===== config.mk =====
export PLATFORM = sky130hd
export DESIGN_NAME = genotype_text_checker_encoder_unit
export DESIGN_NICKNAME = d
export VERILOG_FILES = /design/src/sv/gtce_pkg.sv /design/src/sv/gtce_fifo.sv /design/src/sv/gtce_front.sv /design/src/sv/gtce_back.sv /design/src/sv/genotype_text_checker_encoder_unit.sv
export SDC_FILE = /design/constraint.sdc
export NUM_CORES = 1
export LEC_CHECK = 0
export ABC_AREA = 0
export BUFFER_PORTS_ARGS = -buffer_cell sky130_fd_sc_hd__buf_2
export CAP_MARGIN = 10
export CORE_AREA = 2 2 213 215
export DETAILED_ROUTE_END_ITERATION = 12
export DIE_AREA = 0 0 215 217
export PLACE_DENSITY = 0.44
export SLEW_MARGIN = 20
export SYNTH_ARGS = -nofsm -noshare
export SYNTH_HDL_FRONTEND = slang
export SYNTH_SLANG_ARGS = --single-unit

===== constraint.sdc =====
create_clock -name i_clk -period 8.2 [get_ports i_clk]
set_input_delay 2.46 -clock i_clk [delete_from_list [all_inputs] [get_ports i_clk]]
set_output_delay 2.46 -clock i_clk [all_outputs]
set_load 0.01 [all_outputs]

===== src/sv/gtce_pkg.sv =====
// Shared types and constants for the genotype text checker and encoder.
// No dependencies; the design files other than gtce_fifo refer to this package by scoped names.
`timescale 1ns / 1ps
`default_nettype none

package gtce_pkg;

    localparam int FIELD_W      = 24;   // width of the count fields on the ports
    localparam int BYTE_W       = 8;
    localparam int CFG_IDX_W    = 2;
    localparam int COUNT_BITS_D = 24;   // default counter width
    localparam int QUEUE_DEPTH_D = 2;   // default depth of the internal queues

    // configuration register indexes
    localparam logic [CFG_IDX_W-1:0] CFG_EXPECTED   = 2'd0;
    localparam logic [CFG_IDX_W-1:0] CFG_RECESSIVE  = 2'd1;
    localparam logic [CFG_IDX_W-1:0] CFG_ACCEPT_TWO = 2'd2;

    // characters of interest
    localparam logic [BYTE_W-1:0] CH_NEWLINE = 8'h0A;
    localparam logic [BYTE_W-1:0] CH_TAB     = 8'h09;
    localparam logic [BYTE_W-1:0] CH_SPACE   = 8'h20;
    localparam logic [BYTE_W-1:0] CH_COMMA   = 8'h2C;
    localparam logic [BYTE_W-1:0] CH_ZERO    = 8'h30;
    localparam logic [BYTE_W-1:0] CH_ONE     = 8'h31;
    localparam logic [BYTE_W-1:0] CH_TWO     = 8'h32;

    typedef enum logic [1:0] {
        CLS_NEWLINE,
        CLS_VALUE,
        CLS_SEP,
        CLS_INVALID
    } t_cls;

    typedef enum logic [1:0] {
        ERR_NONE     = 2'd0,
        ERR_INVALID  = 2'd1,
        ERR_MISMATCH = 2'd2,
        ERR_RSVD     = 2'd3
    } t_err;

    // classified byte, front to back
    typedef struct packed {
        t_cls cls;
        logic vbit;
        logic eof;
    } t_item;

    // one result beat
    typedef struct packed {
        logic               value_valid;
        logic               value_bit;
        t_err               error_code;
        logic [FIELD_W-1:0] error_line;
        logic [FIELD_W-1:0] error_column;
        logic [FIELD_W-1:0] lines_total;
        logic               done_res;
    } t_res;

endpackage

`default_nettype wire


===== src/sv/gtce_fifo.sv =====
// Short first-in first-out queue with the head shown combinationally.
// Uses no package; width and depth come from the instantiating module.
`timescale 1ns / 1ps
`default_nettype none

module gtce_fifo #(
    parameter int WIDTH = 1,
    parameter int DEPTH = 2
) (
    input  wire logic             i_clk,
    input  wire logic             i_rst_n,
    input  wire logic             i_push,
    input  wire logic [WIDTH-1:0] i_data,
    output logic                  o_full,
    input  wire logic             i_pop,
    output logic [WIDTH-1:0]      o_data,
    output logic                  o_empty
);

    localparam int PW = (DEPTH > 1) ? $clog2(DEPTH) : 1;
    localparam int CW = $clog2(DEPTH + 1);

    logic [WIDTH-1:0] r_mem [DEPTH];
    logic [PW-1:0]    r_rd, n_rd;
    logic [PW-1:0]    r_wr, n_wr;
    logic [CW-1:0]    r_cnt, n_cnt;
    logic             push_ok;
    logic             pop_ok;

    assign o_full  = (r_cnt == CW'(DEPTH));
    assign o_empty = (r_cnt == '0);
    assign o_data  = r_mem[r_rd];
    assign push_ok = i_push && !o_full;
    assign pop_ok  = i_pop && !o_empty;

    always_comb begin
        n_wr = r_wr;
        n_rd = r_rd;
        if (push_ok) begin
            n_wr = (r_wr == PW'(DEPTH - 1)) ? '0 : r_wr + 1'b1;
        end
        if (pop_ok) begin
            n_rd = (r_rd == PW'(DEPTH - 1)) ? '0 : r_rd + 1'b1;
        end
        case ({push_ok, pop_ok})
            2'b10:   n_cnt = r_cnt + 1'b1;
            2'b01:   n_cnt = r_cnt - 1'b1;
            default: n_cnt = r_cnt;
        endcase
    end

    always_ff @(posedge i_clk) begin
        if (!i_rst_n) begin
            r_rd  <= '0;
            r_wr  <= '0;
            r_cnt <= '0;
        end else begin
            r_rd  <= n_rd;
            r_wr  <= n_wr;
            r_cnt <= n_cnt;
        end
    end

    always_ff @(posedge i_clk) begin
        if (push_ok) begin
            r_mem[r_wr] <= i_data;
        end
    end

endmodule

`default_nettype wire


===== src/sv/gtce_front.sv =====
// Front end: takes raw bytes, classifies them and encodes value bytes.
// Depends on gtce_pkg for character codes, classes and the item type.
`timescale 1ns / 1ps
`default_nettype none

module gtce_front (
    input  wire logic                       i_push,
    input  wire logic [gtce_pkg::BYTE_W-1:0] i_data_byte,
    input  wire logic                       i_end_of_file,
    input  wire logic                       i_recessive,
    input  wire logic                       i_accept_two,
    input  wire logic                       i_q_full,
    output logic                            o_full,
    output logic                            o_q_push,
    output gtce_pkg::t_item                 o_item
);

    gtce_pkg::t_cls cls;
    logic           vbit;

    always_comb begin
        cls  = gtce_pkg::CLS_INVALID;
        vbit = 1'b0;
        unique case (i_data_byte)
            gtce_pkg::CH_NEWLINE: cls = gtce_pkg::CLS_NEWLINE;
            gtce_pkg::CH_ZERO: cls = gtce_pkg::CLS_VALUE;
            gtce_pkg::CH_ONE: begin
                cls  = gtce_pkg::CLS_VALUE;
                vbit = !i_recessive;
            end
            gtce_pkg::CH_TWO: begin
                // a '2' is only a value when enabled
                cls  = i_accept_two ? gtce_pkg::CLS_VALUE : gtce_pkg::CLS_INVALID;
                vbit = i_accept_two;
            end
            gtce_pkg::CH_SPACE, gtce_pkg::CH_TAB, gtce_pkg::CH_COMMA:
                cls = gtce_pkg::CLS_SEP;
            default: cls = gtce_pkg::CLS_INVALID;
        endcase
    end

    assign o_item.cls  = cls;
    assign o_item.vbit = vbit;
    assign o_item.eof  = i_end_of_file;
    assign o_full      = i_q_full;
    assign o_q_push    = i_push && !i_q_full;

endmodule

`default_nettype wire


===== src/sv/gtce_back.sv =====
// Back end: keeps line, column and value counters, latches the first error
// and builds one result beat per item. Depends on gtce_pkg.
`timescale 1ns / 1ps
`default_nettype none

module gtce_back #(
    parameter int COUNT_BITS = gtce_pkg::COUNT_BITS_D
) (
    input  wire logic                        i_clk,
    input  wire logic                        i_rst_n,
    input  wire logic [gtce_pkg::FIELD_W-1:0] i_expected,
    input  wire gtce_pkg::t_item             i_item,
    input  wire logic                        i_item_empty,
    output logic                             o_item_pop,
    input  wire logic                        i_res_full,
    output logic                             o_res_push,
    output gtce_pkg::t_res                   o_res
);

    localparam int EXT_W = COUNT_BITS + gtce_pkg::FIELD_W;
    localparam logic [COUNT_BITS-1:0] ONE = COUNT_BITS'(1);

    logic [COUNT_BITS-1:0] r_line, n_line;
    logic [COUNT_BITS-1:0] r_col,  n_col;
    logic [COUNT_BITS-1:0] r_vil,  n_vil;
    gtce_pkg::t_err        r_err,  n_err;
    logic                  vvalid;
    logic                  vbit;
    logic                  fire;

    function automatic logic [COUNT_BITS-1:0] sat_inc(input logic [COUNT_BITS-1:0] v);
        return (&v) ? v : v + 1'b1;
    endfunction

    function automatic logic [gtce_pkg::FIELD_W-1:0] to_field(
        input logic [COUNT_BITS-1:0] v
    );
        logic [EXT_W-1:0] ext;
        ext = EXT_W'(v);
        return ext[gtce_pkg::FIELD_W-1:0];
    endfunction

    assign fire       = !i_item_empty && !i_res_full;
    assign o_item_pop = fire;
    assign o_res_push = fire;

    always_comb begin
        n_line = r_line;
        n_col  = r_col;
        n_vil  = r_vil;
        n_err  = r_err;
        vvalid = 1'b0;
        vbit   = 1'b0;
        if (r_err == gtce_pkg::ERR_NONE) begin
            n_col = sat_inc(r_col);
            case (i_item.cls)
                gtce_pkg::CLS_NEWLINE: begin
                    if (EXT_W'(r_vil) != EXT_W'(i_expected)) begin
                        n_err = gtce_pkg::ERR_MISMATCH;
                    end else begin
                        n_line = sat_inc(r_line);
                        n_vil  = '0;
                        n_col  = '0;
                    end
                end
                gtce_pkg::CLS_VALUE: begin
                    n_vil  = sat_inc(r_vil);
                    vvalid = 1'b1;
                    vbit   = i_item.vbit;
                end
                gtce_pkg::CLS_SEP: ;
                default: n_err = gtce_pkg::ERR_INVALID;
            endcase
        end
    end

    always_comb begin
        o_res.value_valid  = vvalid;
        o_res.value_bit    = vbit;
        o_res.error_code   = n_err;
        o_res.error_line   = to_field(n_line);
        o_res.error_column = to_field(n_col);
        // line counter never drops below one
        o_res.lines_total  = i_item.eof ? to_field(n_line - ONE) : '0;
        o_res.done_res     = i_item.eof || (n_err != gtce_pkg::ERR_NONE);
    end

    always_ff @(posedge i_clk) begin
        if (!i_rst_n) begin
            r_line <= ONE;
            r_col  <= '0;
            r_vil  <= '0;
            r_err  <= gtce_pkg::ERR_NONE;
        end else if (fire) begin
            if (i_item.eof) begin
                // start afresh for the next file
                r_line <= ONE;
                r_col  <= '0;
                r_vil  <= '0;
                r_err  <= gtce_pkg::ERR_NONE;
            end else begin
                r_line <= n_line;
                r_col  <= n_col;
                r_vil  <= n_vil;
                r_err  <= n_err;
            end
        end
    end

endmodule

`default_nettype wire


===== src/sv/genotype_text_checker_encoder_unit.sv =====
// Top level of the genotype text checker and encoder: configuration
// registers, front end, item queue, back end and result queue.
// Depends on gtce_pkg, gtce_front, gtce_fifo and gtce_back.
//
// One text byte goes in per push and exactly one result beat comes out per
// byte, in order. The block takes a byte every cycle while full is low. Its
// item is registered in the item queue and its result in the result queue.
// The sustained rate of one byte per cycle, while nothing stalls, is set by
// the back end, whose counter and error update is combinational. Queues of
// QUEUE_DEPTH beats sit between the front and back ends and on the result
// side, so the producer and consumer may stall independently. The user must
// write configuration only while no byte is in flight; nothing enforces it.
`timescale 1ns / 1ps
`default_nettype none

module genotype_text_checker_encoder_unit #(
    parameter int COUNT_BITS  = gtce_pkg::COUNT_BITS_D,
    parameter int QUEUE_DEPTH = gtce_pkg::QUEUE_DEPTH_D
) (
    input  wire logic                          i_clk,
    input  wire logic                          i_rst_n,
    input  wire logic                          i_cfg_we,
    input  wire logic [gtce_pkg::CFG_IDX_W-1:0] i_cfg_idx,
    input  wire logic [gtce_pkg::FIELD_W-1:0]   i_cfg_data,
    input  wire logic                          push,
    output logic                               full,
    input  wire logic [gtce_pkg::BYTE_W-1:0]    i_data_byte,
    input  wire logic                          i_end_of_file,
    output logic                               empty,
    input  wire logic                          pop,
    output logic                               o_value_valid,
    output logic                               o_value_bit,
    output logic [1:0]                         o_error_code,
    output logic [gtce_pkg::FIELD_W-1:0]        o_error_line,
    output logic [gtce_pkg::FIELD_W-1:0]        o_error_column,
    output logic [gtce_pkg::FIELD_W-1:0]        o_lines_total,
    output logic                               o_done_res
);

    localparam int ITEM_W = $bits(gtce_pkg::t_item);
    localparam int RES_W  = $bits(gtce_pkg::t_res);

    logic [gtce_pkg::FIELD_W-1:0] r_expected;
    logic                        r_recessive;
    logic                        r_accept_two;

    gtce_pkg::t_item front_item;
    gtce_pkg::t_item back_item;
    gtce_pkg::t_res  back_res;
    gtce_pkg::t_res  out_res;
    logic            iq_push;
    logic            iq_full;
    logic            iq_pop;
    logic            iq_empty;
    logic            rq_push;
    logic            rq_full;

    always_ff @(posedge i_clk) begin
        if (!i_rst_n) begin
            r_expected   <= '0;
            r_recessive  <= 1'b0;
            r_accept_two <= 1'b0;
        end else if (i_cfg_we) begin
            unique case (i_cfg_idx)
                gtce_pkg::CFG_EXPECTED:   r_expected   <= i_cfg_data;
                gtce_pkg::CFG_RECESSIVE:  r_recessive  <= i_cfg_data[0];
                gtce_pkg::CFG_ACCEPT_TWO: r_accept_two <= i_cfg_data[0];
                default: ;
            endcase
        end
    end

    gtce_front u_front (
        .i_push       (push),
        .i_data_byte  (i_data_byte),
        .i_end_of_file(i_end_of_file),
        .i_recessive  (r_recessive),
        .i_accept_two (r_accept_two),
        .i_q_full     (iq_full),
        .o_full       (full),
        .o_q_push     (iq_push),
        .o_item       (front_item)
    );

    gtce_fifo #(
        .WIDTH(ITEM_W),
        .DEPTH(QUEUE_DEPTH)
    ) u_item_q (
        .i_clk  (i_clk),
        .i_rst_n(i_rst_n),
        .i_push (iq_push),
        .i_data (front_item),
        .o_full (iq_full),
        .i_pop  (iq_pop),
        .o_data (back_item),
        .o_empty(iq_empty)
    );

    gtce_back #(
        .COUNT_BITS(COUNT_BITS)
    ) u_back (
        .i_clk       (i_clk),
        .i_rst_n     (i_rst_n),
        .i_expected  (r_expected),
        .i_item      (back_item),
        .i_item_empty(iq_empty),
        .o_item_pop  (iq_pop),
        .i_res_full  (rq_full),
        .o_res_push  (rq_push),
        .o_res       (back_res)
    );

    gtce_fifo #(
        .WIDTH(RES_W),
        .DEPTH(QUEUE_DEPTH)
    ) u_res_q (
        .i_clk  (i_clk),
        .i_rst_n(i_rst_n),
        .i_push (rq_push),
        .i_data (back_res),
        .o_full (rq_full),
        .i_pop  (pop),
        .o_data (out_res),
        .o_empty(empty)
    );

    assign o_value_valid  = out_res.value_valid;
    assign o_value_bit    = out_res.value_bit;
    assign o_error_code   = out_res.error_code;
    assign o_error_line   = out_res.error_line;
    assign o_error_column = out_res.error_column;
    assign o_lines_total  = out_res.lines_total;
    assign o_done_res     = out_res.done_res;

endmodule

`default_nettype wire


After elaboration in Yosys (flattened, before gate mapping). Memory sizes are Yosys's and may differ from the RTL's. A register that Yosys moved wholly into a read port is not among the register bits. Index checks and enable logic that the tools add are counted.

Memory bits (writable): 162. Flip-flop bits (word level): 108. Word-level logic and storage cells: 120. Latch bits: 0. Input port bits: 40. Memories: 2. ROM bits: 0.

Memories: u_res_q.r_mem (depth 2, width 77, read ports 1, clocked after Yosys merged registers in 1, wr ports 1, line gtce_fifo.sv:23) `logic [WIDTH-1:0] r_mem [DEPTH];`; u_item_q.r_mem (depth 2, width 4, read ports 1, clocked after Yosys merged registers in 1, wr ports 1, line gtce_fifo.sv:23).

Add/sub/neg operators: 12. Div/mod/pow operators: 0. Bitwise logic cells: 0. Equality and inequality tests: 20. Shifts and indexed selects: 0. Reductions and logical operators: 32. Multiplexer cells: 41. Order comparisons: 0. $mul: 0.

Operator list (count): 2-to-1 mux 24 bit (15); adder 24 x 1 -> 24 bit (second input constant) (3); AND reduction 24 bit (3); case mux 24 bit (2 select lines) (1); equality test 8 x 6 -> 1 bit (second input constant) (5); inequality test 24 bit (1); subtractor 24 x 1 -> 24 bit (second input constant) (1); equality test 8 x 4 -> 1 bit (second input constant) (2); 2-to-1 mux 1 bit (16); equality test 2 bit (second input constant) (6); case mux 2 bit (2 select lines) (3); zero test 2 bit (5); equality test 2 x 1 -> 1 bit (second input constant) (4); 2-to-1 mux 2 bit (4); case mux 2 bit (4 select lines) (1); nonzero test 2 bit (4); logical AND 1 bit (6); inequality test 3 x 2 -> 1 bit (second input constant) (2); AND reduction 2 bit (3); zero test 1 bit (5); AND reduction 5 bit (1); adder 1 bit (second input constant) (4); adder 2 x 1 -> 2 bit (second input constant) (2); OR reduction 2 bit (2); other kinds (5) (6).

Longest topological paths before layout. Gate-level depths: netlist of run 1.

Depth in word-level cells: 7. Gate-level depth with buffers: 19. Gate-level depth less buffers: 16.

Hierarchy. A second synthesis of run 1 with hierarchy kept.

Cell total of the unflattened synthesis: 1196. Area total of the unflattened synthesis: 13311.5 µm².

Modules (own cells, without submodules): gtce_fifo at u_res_q (cells each 266, area each 5791.8 µm², times used 1); gtce_back (cells each 757, area each 5788.1 µm², times used 1); genotype_text_checker_encoder_unit (cells each 114, area each 1073.5 µm², times used 1); gtce_fifo at u_item_q (cells each 39, area each 513.0 µm², times used 1); gtce_front (cells each 20, area each 145.1 µm², times used 1).

Least setup slack after synthesis of run 1. OpenSTA, ideal clock, no wires.

Kind: register -> register. Start: register u_res_q.r_cnt[0]. End: memory u_res_q.r_mem[0][0] in the netlist's numbering (enable). Setup slack: 3.493 ns. Arrival time: 4.192 ns. Stages on the path, launching flop included: 5. Required time: 7.685 ns. Cells stage by stage: dfxtp_1 -> o22ai_1 -> clkbuf_1 -> clkbuf_1 -> nor2_1.

Word-level cells in the longest chain between the ends: 6.

RTL lines: start: declaration (line gtce_fifo.sv:26) `logic [CW-1:0] r_cnt, n_cnt;`; start signal: assignment (line gtce_fifo.sv:60) `r_cnt <= n_cnt;`; equality test 2 bit (*) (line gtce_fifo.sv:30) `assign o_full = (r_cnt == CW'(DEPTH));`; zero test 1 bit (*) (line gtce_fifo.sv:33, gtce_back.sv:43); logical AND 1 bit (line gtce_back.sv:43) `assign fire = !i_item_empty && !i_res_full;`; logical AND 1 bit (*) (line gtce_fifo.sv:33) `assign push_ok = i_push && !o_full;`; 2-to-1 mux 1 bit (*) (line gtce_fifo.sv:65) `if (push_ok) begin`; 2-to-1 mux 1 bit (implied by the code) (*) (line gtce_fifo.sv:66) `r_mem[r_wr] <= i_data;`; end: declaration (line gtce_fifo.sv:23).

Every way passes the cells marked *; elsewhere a longest branch is shown, timed or not.

==> results.yml, run 1 <==
die:
  rows: 78
  io_pins: 119
  dieHeight_um: 217
  start_util_pct: 29.4
  fp.dieArea_mm2: 0.0467
  die_w_um: 215
  core_mm2: 0.0447
critical_path:
  cp_data_required_time_ps: 8570
  cp-end-kind: "flip-flop"
  path_max_fanout: 11
  arrival_ps: 5280
  cp-start-kind: "flip-flop"
  r2r_cells: 15
  critical_path_class: "flip-flop to flip-flop"
run_status:
  status: "completed"
timing:
  relSlewSlack_pct: 34.1
  fin_hold_ws_ps: 479
  slew_viol_final: 0
  timing.fmax_mhz: 204
  worst_slack_ps: 3290
  period_share_pct: 59.8
  finalSetupViolations: 0
  worst_slew_pin_slew_ps: 986
  min_period_ps: 4910
  rsz0062_at_grt: "no"
  hold_viol: 0
  fin_tns_setup_ps: 0
  fin_worst_skew_ps: 24.1
clock_tree:
  cts_setup_buffers: 0
  path_clk_slew_ps: 50
  cts_hold_buffers: 0
  insertion_delay_ps: 540
  cts_tree: "yes"
  root_buffer: "clkbuf_16"
  cts_resized: 0
  clockBufferDepth: 3
  htree_levels: 2
  cts.sinks: 272
  cts_buffers: 34
synth:
  synth_commonest_cells: "edfxtp_1 (162), nand2_1 (115), dfxtp_1 (110), nor2_1 (88), mux2_2 (78)"
  synth_cells: 1202
  synth.area.top_cells: "edfxtp_1 (37%), dfxtp_1 (17%), mux2_2 (6.7%)"
  synth_cell_types: 67
  yosys.area.top_type: "edfxtp_1"
  syn_nets: 1251
  avgSynthCellArea_um2: 10.9
  synth_edf_count: 162
  yosys.area.top_type_share_pct: 37.0
  async_reset_ff_share_pct: 0
  synthFlopType: "edfxtp_1"
  yosysWarnings: 0
  ys_ff_latch: 272
  yosysSeqAreaShare_pct: 53.7
  syn-cell-area_mm2: 0.0132
  yosysMostFrequentCell: "edfxtp_1"
pwr:
  p_per_area_mw_per_mm2: 305
  switchingPower_mw: 1.46
  seq_power_share_pct: 39.8
  p_int_mw: 3.28
  p_sw_share_pct: 30.8
  ir_worst_vdd_v: 0.000146
  finalPower_mw: 4.75
  clkPwrFrac_pct: 33.4
  combinationalPowerShare_pct: 26.9
  p_leak_nw: 5.61
cells_and_area:
  areaGrowthSynthToFinish_pct: 18.3
  drive_above_1_share_pct: 21.7
  antennaDiodeCount: 0
  nets: 1350
  n_fill_cell: 4591
route:
  num_vias: 9309
  drt_iter0_drc: 585
  drc: 0
  routed_wirelength_um: 33400
  ant_nets: 0
  viasPerCell: 4.83
  firstDrtPassIters: 5
  routedWlPerCell_um: 17.4
global_routing:
  antenna_found_initial: 1
  grt_max_degree: 55
  grt_pass1_wl_um: 52400
  grtUsageTotal_pct: 14.2
  grt_pass1_vias: 9001
  grt-ovfl-total: 0
placed_design:
  hpwl_um: 22500
  portBuffers: 118
  gp_congestion: 0.783
  place_ws_ps: 3280
hold_path:
  min_path_cells: 2
  hold_class: "flip-flop to flip-flop"
run:
  max_cap_violations: 0
final timing paths:
check,from,to,slack (ps)
setup / recovery,flip-flop,u_res_q.r_mem[1][23]$_DFFE_PP_,3290
hold / removal,r_expected[22]$_SDFFE_PN0P_,r_expected[22]$_SDFFE_PN0P_,480
setup reg to reg,flip-flop,u_res_q.r_mem[1][23]$_DFFE_PP_,3290
hold reg to reg,r_expected[22]$_SDFFE_PN0P_,r_expected[22]$_SDFFE_PN0P_,480
layout make-up:
| class | instances | area [um^2] | area share [%] |
|---|---|---|---|
| Clock buffer | 47 | 1010 | 6.52 |
| Tap cell | 600 | 751 | 4.82 |
| Timing Repair Buffer | 130 | 688 | 4.42 |
| Inverter | 25 | 93.8 | 0.603 |
| Multi-Input combinational cell | 838 | 5770 | 37.1 |
| Sequential cell | 272 | 7070 | 45.4 |
| Clock inverter | 15 | 183 | 1.17 |
stage by stage:
stage / util [%] / cell area, um^2 / cells
4_1_cts: 34.8 / 15600 / 1926
6_report: 34.8 / 15600 / 1927
2_1_floorplan: - / 13200 / 1202
3_3_place_gp: 32.1 / 14400 / 1864
3_5_place_dp: 32.1 / 14400 / 1864
5_1_grt: 34.8 / 15600 / 1927
layer usage:
layer	global-route usage, %	share of wire, %	vias up
met4	4.80	2.1	2
met3	2.43	3.8	46
li1	-	-	4586
met2	22.2	45	170
met1	20.0	49	4505
met5	0	0.039	-
placed cells by master (no fill, tap or decap), types with 24 or more instances in the layout:
master	Yosys	final
edfxtp_1	162	162
buf_2	12	118
nand2_1	115	115
dfxtp_1	110	109
nor2_1	88	85
mux2_2	78	78
xor2_1	54	54
xnor2_1	48	48
clkbuf_16	0	38
nand3_1	36	36
a21boi_0	34	34
a21oi_1	33	33
nor3_1	32	32
nor2b_1	31	31
nand4_1	31	31
and3_1	30	30
inv_1	25	25
o21ai_0	24	24
critical path: stages (launching register included):
cell and delay, ps:
dfxtp_1 510, mux2i_1 370, ha_1 240, inv_1 90
nor2_2 300, and3_1 410, nand3_1 330, xnor2_1 280
inv_1 90, ha_1 220, nand3_1 100, nor4_1 280
o22a_1 360, nand3_1 380, or4_1 600, a21oi_1 200
flip-flops by register name (all words and copies together), names as in the netlist, 8 cells and up, named ones only:
| signal | count |
|---|---|
| u_res_q.r_mem | 154 |
| u_back.r_line | 24 |
| u_item_q.r_mem | 8 |
| u_back.r_col | 24 |
| r_expected | 24 |
| u_back.r_vil | 24 |
power groups by stage:
stage          combinational (mW)  clock (mW)  sequential (mW)
2_1_floorplan               0.809           0             1.89
3_3_place_gp                 1.31           0             1.91
3_5_place_dp                 1.31           0             1.92
4_1_cts                      1.31        1.64             1.90
5_1_grt                      1.39        1.69             1.92
6_report                     1.27        1.58             1.89
cell families (layout without fill, tap and decap cells):
logic type                 Yosys count  in the layout  share of synthesized area (%)
AOI/OAI and AO/OA                  170            170                           8.82
DFF                                272            272                           53.7
xor gates and xnor gates           102            102                           6.79
and+or+nand+nor                    466            466                           19.2
buffers and inverters               92            217                           2.92
adders and majority gates            9              9                          0.856
muxes                               91             91                           7.66
Note: power is estimated with default switching activity, not from simulation.
==> run 2, diff against run 1 <==
PLACE_DENSITY = 0.45   (was 0.44)
clock period = 4.05 ns   (was 8.2 ns; I/O delays follow)
==> results.yml, run 2 (synthesized netlist as in run 1, its figures left out) <==
placed_design:
  place_area_mm2: 0.0147
  gp_congestion: 0.786
  placed_cells_incl_taps: 1905
  portBuffers: 118
  hpwl_um: 23700
cells_and_area:
  fin_cells: 1962
  antennaDiodeCount: 0
  largest_register_ffs: 154
  nets: 1387
  final_common_cell: "edfxtp_1"
  drive_above_1_share_pct: 23.5
  areaGrowthSynthToFinish_pct: 18.8
  seqCellArea_mm2: 0.00707
  top_register: "u_res_q.r_mem"
  multiInputGateArea_mm2: 0.00577
  n_fill_cell: 4604
  layout_common_cells: "edfxtp_1 (162), buf_2 (118), nand2_1 (115), dfxtp_1 (109), nor2_1 (86)"
  design_area_mm2: 0.0156
route:
  routed_wirelength_um: 34300
  firstDrtPassIters: 5
  viasPerCell: 4.83
  ant_nets: 0
  drt_iter0_drc: 561
  drc: 0
  routedWlPerCell_um: 17.5
  num_vias: 9476
timing:
  timing.fmax_mhz: 270
  period_share_pct: 91.5
  min_period_ps: 3700
  slew_viol_final: 0
  hold_viol: 0
  rsz0062_at_grt: "no"
  fin_worst_skew_ps: 17.6
  finalSetupViolations: 0
  worst_slew_pin_slew_ps: 876
  relSlewSlack_pct: 41.6
  fin_hold_ws_ps: 475
  fin_tns_setup_ps: 0
die:
  dieHeight_um: 217
  die_w_um: 215
  start_util_pct: 29.4
  rows: 78
  core_mm2: 0.0447
  fp.dieArea_mm2: 0.0467
  io_pins: 119
clock_tree:
  cts_buffers: 31
  insertion_delay_ps: 570
  root_buffer: "clkbuf_16"
  cts_hold_buffers: 0
  htree_levels: 1
  cts.sinks: 272
  cts_tree: "yes"
  path_clk_slew_ps: 60
  clockBufferDepth: 3
global_routing:
  grt-ovfl-total: 0
  antenna_found_initial: 1
  grt_max_degree: 60
  grt_pass1_vias: 9451
  grtUsageTotal_pct: 14.5
  grt_pass1_wl_um: 54000
critical_path:
  crit_slowest_cell: "or4_1"
  critical_path_class: "flip-flop to flip-flop"
  critPathTopFamily: "simple AND/OR/NAND/NOR gates"
  path_max_fanout: 10
  crit_buf_inv: 2
  cp_common_cell: "or4_1"
  cp_data_required_time_ps: 4450
  slowest_delay_ps: 570
  arrival_ps: 4110
  cp-start-kind: "flip-flop"
  cp-end-kind: "flip-flop"
  crit_chain: "mux2i_1 -> ha_1 -> inv_1 -> nor2_2 -> buf_4 -> nand3_4 -> or4_1 -> a211oi_1 -> nand3_1 -> or4_1 -> a21oi_1"
pwr:
  p_per_area_mw_per_mm2: 586
  ir_worst_vdd_v: 0.000275
  p_leak_nw: 5.70
  finalPower_mw: 9.17
run:
  max_cap_violations: 0
hold_path:
  hold_class: "flip-flop to flip-flop"
run_status:
  status: "completed"
[run 2: changes by cell type in the layout (fill, tap and decap cells not counted), sizes merged]
cell | previous run | this run
clkinv | 9 | 13
bufinv | 4 | 2
clkbuf | 47 | 40
buf | 130 | 170
[run 2: final cells by class]
type                    count  share of cell area [%]
flip-flops and latches    272                    45.2
multi-input cells         838                    36.9
repair buffers            170                    6.35
clock buffers              40                    5.24
well taps                 600                    4.80
clock inverters            17                   0.872
inverters                  25                   0.600
[run 2: power breakdown]
| group | leakage, nW | internal, mW | switching [mW] |
|---|---|---|---|
| registers | 2.40 | 3.61 | 0.187 |
| clock network | 0.473 | 1.54 | 1.12 |
| logic | 2.82 | 1.07 | 1.63 |
| total | 5.70 | 6.23 | 2.94 |
[run 2: what timing repair did]
item / in CTS / in global routing
setup buffers: 0 / 0
resized for setup: 0 / 2
setup endpoints to repair: 0 / 6
[run 2: worst paths after layout]
path	startpoint	to	slack (ps)	cells past startpoint
worst max-delay path	flip-flop	u_res_q.r_mem[0][18]$_DFFE_PP_	350	11
worst min-delay path	r_expected[13]$_SDFFE_PN0P_	r_expected[13]$_SDFFE_PN0P_	470	2
worst max register to register	flip-flop	u_res_q.r_mem[0][18]$_DFFE_PP_	350	11
worst min register to register	r_expected[13]$_SDFFE_PN0P_	r_expected[13]$_SDFFE_PN0P_	470	2
[run 2: metal layers]
metal / routed length [um] / track usage, %
met5: 13 / 0
met4: 746 / 3.95
met3: 1450 / 2.17
met2: 15800 / 23.8
met1: 16300 / 20.0
[run 2: worst register-to-register path: stages (launching register included)]
cell and delay (ps):
dfxtp_1 410, mux2i_1 320, ha_1 240, inv_1 100, nor2_2 130, buf_4 170, nand3_4 150, or4_1 570
a211oi_1 430, nand3_1 360, or4_1 480, a21oi_1 200
[run 2: per-stage QoR]
stage	util, %	setup slack (ps)
after floorplan	-	3.39
after global placement	32.8	336
after detailed placement	32.8	240
after CTS	35.0	230
after global routing	35.0	2.00
final	35.0	346
==> run 3, diff against run 2 <==
RECOVER_POWER = 50   (was default)
==> results.yml, run 3 (synthesized netlist as in run 1, its figures left out) <==
global_routing:
  grtUsageTotal_pct: 14.5
  grt_max_degree: 60
  antenna_found_initial: 1
  grt_pass1_vias: 9451
  grt-ovfl-total: 0
  grt_pass1_wl_um: 54000
critical_path:
  cp-start-kind: "flip-flop"
  cp_data_required_time_ps: 4450
  critPathTopFamily: "simple AND/OR/NAND/NOR gates"
  cp_common_cell: "or4_1"
  slowest_delay_ps: 570
  crit_chain: "mux2i_1 -> ha_1 -> inv_1 -> nor2_2 -> buf_4 -> nand3_4 -> or4_1 -> a211oi_1 -> nand3_1 -> or4_1 -> a21oi_1"
  critical_path_class: "flip-flop to flip-flop"
  crit_buf_inv: 2
  crit_slowest_cell: "or4_1"
  cp-end-kind: "flip-flop"
  path_max_fanout: 10
  arrival_ps: 4090
cells_and_area:
  top_register: "u_res_q.r_mem"
  areaGrowthSynthToFinish_pct: 18.2
  n_fill_cell: 4627
  seqCellArea_mm2: 0.00707
  final_common_cell: "edfxtp_1"
  nets: 1387
  multiInputGateArea_mm2: 0.00576
  largest_register_ffs: 154
  drive_above_1_share_pct: 21.4
  layout_common_cells: "edfxtp_1 (162), nand2_1 (115), dfxtp_1 (110), buf_2 (105), nor2_1 (86)"
  post-route-util_pct: 34.8
  fin_cells: 1964
run_status:
  status: "finished with violations"
  violations: "capacitance limit, slew limit"
route:
  drc: 0
  wl_met3_um: 1430
  viasPerCell: 4.82
  firstDrtPassIters: 5
  routedWlPerCell_um: 17.4
  dr_wl_met2_um: 15800
  maxUsedRoutingLayer: "met5"
  num_vias: 9466
  ant_nets: 0
  routed_wirelength_um: 34200
  drt_iter0_drc: 550
  wl_met1_um: 16200
pwr:
  p_leak_nw: 5.61
  p_per_area_mw_per_mm2: 586
  ir_worst_vdd_v: 0.000272
placed_design:
  gp_congestion: 0.786
  portBuffers: 118
  placed_cells_incl_taps: 1905
  hpwl_um: 23700
timing:
  relSlewSlack_pct: -40.9
  fin_tns_setup_ps: 0
  worst_slew_pin_slew_ps: 2110
  fin_worst_skew_ps: 17.0
  slew_viol_final: 51
  hold_viol: 0
  finalSetupViolations: 0
  period_share_pct: 91.0
  timing.fmax_mhz: 271
  rsz0062_at_grt: "no"
  min_period_ps: 3680
die:
  rows: 78
  dieHeight_um: 217
  fp.dieArea_mm2: 0.0467
  io_pins: 119
  die_w_um: 215
  start_util_pct: 29.4
  core_mm2: 0.0447
clock_tree:
  root_buffer: "clkbuf_16"
  path_clk_slew_ps: 60
  cts_tree: "yes"
  cts.sinks: 272
  clockBufferDepth: 3
  cts_buffers: 31
  cts_resized: 0
  cts_hold_buffers: 0
  htree_levels: 1
  cts_setup_buffers: 0
  insertion_delay_ps: 570
run:
  max_cap_violations: 2
hold_path:
  hold_class: "flip-flop to flip-flop"
run 3: stage by stage:
stage	instance area (um^2)	power [mW]	setup WS (ps)	hold slack (ps)
after detailed placement	14700	6.64	240	471
after global routing	15600	9.63	6.59	508
after global placement	14700	6.62	336	468
after CTS	15600	9.36	230	480
final	15600	9.12	365	479
after floorplan	13200	5.44	3.39	455
run 3: report_power, final:
group          switching [mW]  leakage (nW)  internal, mW
Combinational            1.63          2.73          1.04
Clock                    1.12         0.473          1.54
Sequential              0.182          2.40          3.61
Total                    2.93          5.61          6.19
run 3: tightest hold or removal path, delay by kind of cell, from the launching register on:
family | cells | cell delay (ps)
DFF | 1 | 310
AOI/OAI and AO/OA | 1 | 60
and+or+nand+nor | 1 | 50
run 3: routing by layer:
metal	global-route usage (%)	vias to the layer above
li1	-	4671
met1	20.0	4567
met2	23.8	181
met3	2.17	45
met4	3.95	2
met5	0	-
run 3: final cells by class:
cell class              instances  share of cell area, %
flip-flops and latches        272                   45.4
multi-input cells             838                   37.0
repair buffers                170                   5.97
clock buffers                  40                   5.27
well taps                     600                   4.83
clock inverters                17                  0.877
inverters                      25                  0.603
diodes                          2                 0.0322
run 3: final timing paths:
path / from / endpoint / slack (ps) / cells after the start
max: flip-flop / u_res_q.r_mem[0][18]$_DFFE_PP_ / 370 / 11
min: r_expected[9]$_SDFFE_PN0P_ / r_expected[9]$_SDFFE_PN0P_ / 480 / 2
max reg2reg: flip-flop / u_res_q.r_mem[0][18]$_DFFE_PP_ / 370 / 11
min reg2reg: r_expected[9]$_SDFFE_PN0P_ / r_expected[9]$_SDFFE_PN0P_ / 480 / 2
